## src/base64url_stream_codec_assert.svh

```systemverilog
// Assertion macros shared by the codec modules. They expect clk and rst in scope.
`ifndef BASE64URL_STREAM_CODEC_ASSERT_SVH
`define BASE64URL_STREAM_CODEC_ASSERT_SVH

// The consequent must hold in the same cycle as the antecedent.
`define B64U_ASSERT_SAME(label, ante, cons, msg) \
  label: assert property (@(posedge clk) disable iff (rst) (ante) |-> (cons)) \
    else $error(msg);

// The consequent must hold in the cycle after the antecedent.
`define B64U_ASSERT_NEXT(label, ante, cons, msg) \
  label: assert property (@(posedge clk) disable iff (rst) (ante) |=> (cons)) \
    else $error(msg);

`endif

```

## src/b64u_pkg.sv

```systemverilog
package b64u_pkg;

  localparam int MaxResults = 4;
  localparam int CountW = 3;
  localparam int IdxW = 2;
  localparam int PaddrW = 3;

  localparam logic ModeEncode = 1'b0;
  localparam logic ModeDecode = 1'b1;

  localparam logic [0:0] RegDirectionMode = 1'b0;

  localparam logic [7:0] PadChar = 8'h3D;

  typedef struct packed {
    logic [7:0] in_value;
    logic       value_present;
    logic       stream_end;
  } item_t;

  typedef struct packed {
    logic [7:0] out_value;
    logic       run_last;
  } result_t;

  typedef struct packed {
    logic [CountW-1:0]           count;
    logic [MaxResults-1:0][7:0]  values;
  } bundle_t;

  typedef struct packed {
    logic       ok;
    logic [5:0] sym;
  } sym_t;

  function automatic logic [7:0] sym_char(input logic [5:0] v);
    logic [7:0] w;
    w = {2'b00, v};
    if (v < 6'd26) begin
      return w + 8'h41;
    end else if (v < 6'd52) begin
      return w + 8'h47;
    end else if (v < 6'd62) begin
      return w - 8'd4;
    end else if (v == 6'd62) begin
      return 8'h2D;
    end else begin
      return 8'h5F;
    end
  endfunction

  function automatic sym_t char_sym(input logic [7:0] c);
    sym_t       r;
    logic [7:0] t;
    r = '0;
    t = '0;
    if (c >= 8'h41 && c <= 8'h5A) begin
      t = c - 8'h41;
      r.ok = 1'b1;
    end else if (c >= 8'h61 && c <= 8'h7A) begin
      t = c - 8'd71;
      r.ok = 1'b1;
    end else if (c >= 8'h30 && c <= 8'h39) begin
      t = c + 8'd4;
      r.ok = 1'b1;
    end else if (c == 8'h2D) begin
      t = 8'd62;
      r.ok = 1'b1;
    end else if (c == 8'h5F) begin
      t = 8'd63;
      r.ok = 1'b1;
    end
    r.sym = t[5:0];
    return r;
  endfunction

endpackage

```

## src/b64u_front.sv

```systemverilog
module b64u_front
  import b64u_pkg::*;
(
  input  logic    clk,
  input  logic    rst,
  input  logic    mode,
  input  logic    item_valid,
  input  logic    item_stall,
  input  item_t   item,
  output logic    push,
  output bundle_t bundle
);

  logic [11:0] acc, acc_next;
  logic [3:0]  pend, pend_next;
  logic [1:0]  phase, phase_next;
  logic        halted, halted_next;
  logic [CountW-1:0] n_res;
  logic [MaxResults-1:0][7:0] vals;
  logic        accept;

  assign accept = item_valid && !item_stall;

  always_comb begin
    sym_t        sv;
    logic [11:0] tmp;
    logic [3:0]  shamt;
    acc_next = acc;
    pend_next = pend;
    phase_next = phase;
    halted_next = halted;
    n_res = '0;
    vals = '0;
    sv = '0;
    tmp = '0;
    shamt = '0;
    if (mode == ModeEncode) begin
      if (item.value_present) begin
        acc_next = {acc_next[3:0], item.in_value};
        pend_next = pend_next + 4'd8;
        for (int k = 0; k < 2; k++) begin
          if (pend_next >= 4'd6) begin
            shamt = pend_next - 4'd6;
            tmp = acc_next >> shamt;
            vals[n_res[IdxW-1:0]] = sym_char(tmp[5:0]);
            n_res = n_res + 3'd1;
            pend_next = pend_next - 4'd6;
            phase_next = phase_next + 2'd1;
          end
        end
      end
      if (item.stream_end) begin
        if (pend_next != 4'd0) begin
          shamt = 4'd6 - pend_next;
          tmp = acc_next << shamt;
          vals[n_res[IdxW-1:0]] = sym_char(tmp[5:0]);
          n_res = n_res + 3'd1;
          phase_next = phase_next + 2'd1;
        end
        for (int k = 0; k < 3; k++) begin
          if (phase_next != 2'd0 && n_res < 3'(MaxResults)) begin
            vals[n_res[IdxW-1:0]] = PadChar;
            n_res = n_res + 3'd1;
            phase_next = phase_next + 2'd1;
          end
        end
      end
    end else begin
      if (item.value_present && !halted) begin
        sv = char_sym(item.in_value);
        if (!sv.ok) begin
          halted_next = 1'b1;
        end else begin
          acc_next = {acc_next[5:0], sv.sym};
          pend_next = pend_next + 4'd6;
          if (pend_next >= 4'd8) begin
            shamt = pend_next - 4'd8;
            tmp = acc_next >> shamt;
            vals[0] = tmp[7:0];
            n_res = 3'd1;
            pend_next = pend_next - 4'd8;
          end
        end
      end
    end
    if (item.stream_end) begin
      acc_next = '0;
      pend_next = '0;
      phase_next = '0;
      halted_next = 1'b0;
    end
  end

  assign push = accept && (n_res != '0);
  assign bundle.count = n_res;
  assign bundle.values = vals;

  always_ff @(posedge clk) begin
    if (rst) begin
      acc <= '0;
      pend <= '0;
      phase <= '0;
      halted <= 1'b0;
    end else if (accept) begin
      acc <= acc_next;
      pend <= pend_next;
      phase <= phase_next;
      halted <= halted_next;
    end
  end

endmodule

```

## src/b64u_queue.sv

```systemverilog
`include "base64url_stream_codec_assert.svh"

module b64u_queue
  import b64u_pkg::*;
(
  input  logic    clk,
  input  logic    rst,
  input  logic    push,
  input  bundle_t push_data,
  output logic    full,
  input  logic    pop,
  output logic    q_valid,
  output bundle_t q_data
);

  bundle_t    mem [2];
  logic       wr_ptr, rd_ptr;
  logic [1:0] count;

  assign full = (count == 2'd2);
  assign q_valid = (count != 2'd0);
  assign q_data = mem[rd_ptr];

  always_ff @(posedge clk) begin
    if (push) begin
      mem[wr_ptr] <= push_data;
    end
  end

  always_ff @(posedge clk) begin
    if (rst) begin
      wr_ptr <= 1'b0;
      rd_ptr <= 1'b0;
      count <= '0;
    end else begin
      if (push) begin
        wr_ptr <= ~wr_ptr;
      end
      if (pop) begin
        rd_ptr <= ~rd_ptr;
      end
      if (push && !pop) begin
        count <= count + 2'd1;
      end else if (pop && !push) begin
        count <= count - 2'd1;
      end
    end
  end

  `B64U_ASSERT_SAME(a_no_overflow, push, !full, "queue written while full")
  `B64U_ASSERT_SAME(a_no_underflow, pop, q_valid, "queue read while empty")

endmodule

```

## src/b64u_back.sv

```systemverilog
`include "base64url_stream_codec_assert.svh"

module b64u_back
  import b64u_pkg::*;
(
  input  logic    clk,
  input  logic    rst,
  input  logic    q_valid,
  input  bundle_t q_data,
  output logic    pop,
  output logic    result_valid,
  input  logic    result_stall,
  output result_t result
);

  bundle_t         cur;
  logic            busy;
  logic [IdxW-1:0] idx;
  logic            last;
  logic            adv;

  assign last = ({1'b0, idx} == cur.count - 3'd1);
  assign adv = busy && !result_stall;
  assign pop = q_valid && (!busy || (adv && last));

  assign result_valid = busy;
  assign result.out_value = cur.values[idx];
  assign result.run_last = last;

  always_ff @(posedge clk) begin
    if (pop) begin
      cur <= q_data;
    end
  end

  always_ff @(posedge clk) begin
    if (rst) begin
      busy <= 1'b0;
      idx <= '0;
    end else if (pop) begin
      busy <= 1'b1;
      idx <= '0;
    end else if (adv) begin
      if (last) begin
        busy <= 1'b0;
      end else begin
        idx <= idx + 2'd1;
      end
    end
  end

  `B64U_ASSERT_SAME(a_idx_in_range, busy, ({1'b0, idx} < cur.count), "result index past count")
  `B64U_ASSERT_NEXT(a_drain_idle, adv && last && !q_valid, !busy,
                    "output stayed valid after last result with nothing queued")

endmodule

```

## src/base64url_stream_codec.sv

```systemverilog
// Channel   Valid          Stall          Payload
// item      item_valid     item_stall     item   (item_t: in_value, value_present, stream_end)
// result    result_valid   result_stall   result (result_t: out_value, run_last)
// config    APB write at psel & penable & pwrite; register 0 is direction_mode.
//
// One transaction enters per cycle while the two-entry bundle queue has room.
// The output stage sends one result per cycle unless result_stall holds it; an item makes
// up to four results.
// Reset is synchronous and clears the codec state, the queue and the mode register.
// result_stall holds the output stage; item_stall rises only when the queue is full.
module base64url_stream_codec
  import b64u_pkg::*;
(
  input  logic              clk,
  input  logic              rst,
  input  logic              item_valid,
  output logic              item_stall,
  input  item_t             item,
  output logic              result_valid,
  input  logic              result_stall,
  output result_t           result,
  input  logic              psel,
  input  logic              penable,
  input  logic              pwrite,
  input  logic [PaddrW-1:0] paddr,
  input  logic [31:0]       pwdata,
  output logic [31:0]       prdata,
  output logic              pready
);

  logic    mode;
  logic    push, full, pop, q_valid;
  bundle_t push_data, q_data;
  logic    reg_hit;

  assign pready = 1'b1;
  assign reg_hit = (paddr[PaddrW-1:PaddrW-1] == RegDirectionMode);
  assign prdata = reg_hit ? {31'b0, mode} : 32'b0;

  always_ff @(posedge clk) begin
    if (rst) begin
      mode <= ModeEncode;
    end else if (psel && penable && pwrite && pready && reg_hit) begin
      mode <= pwdata[0];
    end
  end

  assign item_stall = full;

  b64u_front u_front (
    .clk        (clk),
    .rst        (rst),
    .mode       (mode),
    .item_valid (item_valid),
    .item_stall (item_stall),
    .item       (item),
    .push       (push),
    .bundle     (push_data)
  );

  b64u_queue u_queue (
    .clk       (clk),
    .rst       (rst),
    .push      (push),
    .push_data (push_data),
    .full      (full),
    .pop       (pop),
    .q_valid   (q_valid),
    .q_data    (q_data)
  );

  b64u_back u_back (
    .clk          (clk),
    .rst          (rst),
    .q_valid      (q_valid),
    .q_data       (q_data),
    .pop          (pop),
    .result_valid (result_valid),
    .result_stall (result_stall),
    .result       (result)
  );

endmodule

```

## config.mk

```make
export PLATFORM = sky130hd
export DESIGN_NAME = base64url_stream_codec
export DESIGN_NICKNAME = d
export VERILOG_FILES = /design/src/b64u_pkg.sv /design/src/b64u_front.sv /design/src/b64u_queue.sv /design/src/b64u_back.sv /design/src/base64url_stream_codec.sv
export VERILOG_INCLUDE_DIRS = /design/src /design/src/src
export SDC_FILE = /design/constraint.sdc
export NUM_CORES = 1
export LEC_CHECK = 0
export BUFFER_PORTS_ARGS = -buffer_cell sky130_fd_sc_hd__buf_2
export CAP_MARGIN = 25
export CORE_AREA = 3 3 187 116
export DETAILED_ROUTE_END_ITERATION = 7
export DIE_AREA = 0 0 190 119
export GPL_TIMING_DRIVEN = 0
export PLACE_DENSITY = 0.67
export SYNTH_ARGS = -nofsm -noshare
export SYNTH_HDL_FRONTEND = slang
export SYNTH_SLANG_ARGS = --single-unit
```

## constraint.sdc

```tcl
create_clock -name clk -period 9.82 [get_ports clk]
set_clock_uncertainty 0.05 [all_clocks]
set_input_delay 0.491 -clock clk [delete_from_list [all_inputs] [get_ports clk]]
set_output_delay 0.491 -clock clk [all_outputs]
set_load 0.02 [all_outputs]
```

==> metrics <==
Fillers around 1700; drt total wl 27800 um; Die ar. between 0.02 and 0.025 mm2; fin crit period 8.18 ns; DP Cell Count 1343; crit-path leading delay family buffers and inverters; DRC 0; CTS resizes 0; CTS sink count 125; f_max 122 MHz; Avg WL per Cell between 20 and 25 um; Port-buffer cells 28; Initial DRC Count 1078; slowest stage delay, CP 0.78 ns; register bit count reported by yosys 125; num ports 96; static leakage 0.00416 uW; DRT antenna net count 0; Post-synth top flop edfxtp_1; min-delay worst type in -> reg; Async S/R FF share, synth 0%; grt ovf 0; number of global-route vias before repair 7307; layout cells sized above 1 19.5%; number of antenna diodes 0; CP arrival ~8.2 ns; CP Max Fanout 35; fin nets between 1000 and 1500; clock buffer count from CTS 17; CP startpoint kind flip-flop; count of final hold-check violations 0; top cells by area, synth edfxtp_1 (33%), ha_1 (6.2%), mux2_2 (4.8%); max-cap violation count 0; CP Class reg -> reg; RR Endpoint u_queue.mem[1][1]; CTS tree done; Multi-input gate area 0.00545 mm2; Cell Rows 40; Vias/cell 6.03; r2r worst-path depth 29; RSZ-0062 raised after global routing false; initial antenna violation count 0; status finished, final reports clean; final non-filler cell total 1377; worst hold path depth 3; post-DP HPWL about 21000 um; HP Start pwdata[0]; Final TNS setup 0 ns; share of the synthesized area in the top cell type 32.7%; Initial Util ~48%; FF/Latch Area about 0.0036 mm2; EDFF count, synth ~110; R2R Setup Slk approximately 1.6 ns; Setup Buffers After CTS 0; cts hold-fix bufs 0; root buffer cell clkbuf_16; worst path required time 9.81 ns; Vias just over 8000; Synth area leader edfxtp_1; Synth cell types 100; clk slew on worst S/H paths 0.06 ns; Crit-path slowest cell and2_2; hold path endpoint mode; top-count cell post-synth edfxtp_1; chip height 119 um; Worst Tran Pin Value between 1 and 1.5 ns; Final setup viols 0; Buf+Inv Stages, Crit Path 8; Syn Inst Count slightly above 1000; pin count of the biggest net entering global routing 36; count of final max-slew check failures 0; drt pass-1 iters 5; Worst-Skew Late Latency 0.42 ns; maximum VDD drop ~0.12 mV; RePlAce Congestion 1.00; first-pass GRT wire length roughly 43000 um; Post-synth top cells edfxtp_1 (105), nor2_1 (85), a21oi_1 (77), nand2_1 (73), inv_1 (51); Final Cycle Share approximately 83%; die extent in x 190 um; post-synthesis sequential area ratio a little under two fifths; yosys warns 0; Critical R2R Launch u_front.pend[1]; cell area after synthesis 0.00964 mm2; Core ar. 0.0200 mm2; slew margin rel. 32.4%; P per Cell Area 218 mW/mm2; GRT Resource Usage Total 24.5%; synthesis-to-finish area growth 13.0%; Clock Tree Buf Depth 2; Worst Setup End Kind flip-flop; CP most frequent cell ha_1; Avg Synthesized Cell Area 9.54 um2; htree depth 4
-- worst reg2reg max path: cells and delay by family (launching register included) --
kind,cells,cell delay [ns]
buf+inv,8,2.25
simple gates,9,2.14
compound gates,5,1.38
fa+ha+maj,4,0.95
mux,1,0.37
xor+xnor,2,0.33
flops,1,0.31
-- placed cells by master (no fill, tap or decap), types with 6 or more instances in the layout --
cell | Yosys | final
clkbuf_1 | 36 | 37
a211oi_1 | 20 | 20
o21ai_0 | 41 | 41
and2_1 | 10 | 9
edfxtp_1 | 105 | 105
clkbuf_16 | 0 | 17
and3_1 | 11 | 11
nand2b_1 | 15 | 15
nand4_1 | 6 | 6
or3_1 | 6 | 6
ha_1 | 48 | 48
mux2i_1 | 15 | 15
nand3_1 | 24 | 24
inv_1 | 51 | 51
a31oi_1 | 12 | 12
mux4_2 | 13 | 13
nor2b_1 | 13 | 12
nor3_1 | 26 | 26
xnor2_1 | 14 | 14
xor2_1 | 8 | 8
a22oi_1 | 10 | 10
nor2_1 | 85 | 85
a21oi_1 | 77 | 77
o21ai_1 | 6 | 6
o22ai_1 | 12 | 12
nand2_1 | 73 | 73
o21a_1 | 9 | 8
conb_1 | 2 | 32
o211ai_1 | 10 | 10
buf_2 | 13 | 42
mux2_2 | 41 | 41
buf_4 | 38 | 38
dfxtp_1 | 20 | 20
-- sequential cells by signal, summed over array words and instances, names as in the netlist --
name	cells
u_front.halted	1
u_queue.rd_ptr	1
mode	1
u_queue.count	2
u_front.phase	2
u_front.acc	6
u_front.pend	3
u_back.idx	2
u_back.result_valid	1
u_back.cur	35
u_queue.mem	70
u_queue.wr_ptr	1
-- area by class of cell --
type / instances / area share, %
Buffer: 97 / 5.15
Clock buffer: 18 / 3.94
Clock inverter: 14 / 1.47
Inverter: 53 / 1.83
Multi-Input combinational cell: 765 / 50.0
Sequential cell: 125 / 32.6
Tap cell: 273 / 3.14
Timing Repair Buffer: 32 / 1.84
-- worst max path at each step --
stage	depth (start not counted)	slack [ns]	end	start
3_5_place_dp	29	1.84	u_queue.mem[1][6]	u_front.pend[1]
3_3_place_gp	29	0.04	u_queue.mem[0][1]	u_front.pend[1]
4_1_cts	29	1.78	u_queue.mem[1][11]	u_front.pend[1]
6_report	29	1.64	u_queue.mem[1][1]	u_front.pend[1]
5_1_grt	29	1.12	u_queue.mem[1][11]	u_front.pend[1]
2_1_floorplan	29	2.33	u_queue.mem[0][0]	u_front.pend[1]
-- where the power goes --
part / leakage (uW) / switching, uW / internal, uW
combinational: 0.00274 / 539 / 349
clock: 0.000287 / 249 / 379
sequential: 0.00114 / 42.5 / 816
total: 0.00416 / 830 / 1540
-- kinds of logic (layout without fill, tap and decap cells) --
logic type | after synthesis | count (layout) | synth area share [%]
and+or+nand+nor | 311 | 311 | 16.5
AOI/OAI and AO/OA | 279 | 279 | 20.2
buffers and inverters | 150 | 214 | 7.88
DFF | 125 | 125 | 36.9
muxes | 70 | 70 | 9.50
adders and majority gates | 48 | 48 | 6.23
xor gates and xnor gates | 25 | 25 | 2.69
other | 2 | 32 | 0.0779
-- metal layers --
metal | GRT usage [%] | up-vias | routed length, um
met5 | 0 | - | 0
li1 | - | 3863 | -
met3 | 8.94 | 15 | 3670
met1 | 39.5 | 3959 | 13500
met2 | 30.6 | 468 | 10400
met4 | 4.15 | 0 | 156
-- stage by stage --
step	worst slack (ns)	cell area [um2]	util [%]	power (uW)	hold slack, ns
after floorplan	2.33	9750	-	1500	0.402
after global placement	0.0441	10200	51.2	1720	0.432
after detailed placement	1.84	10300	51.5	1740	0.423
after CTS	1.78	10900	54.4	2370	0.255
after global routing	1.12	10900	54.5	2510	0.269
final	1.64	10900	54.5	2370	0.259
(Power assumes the default switching activity.)
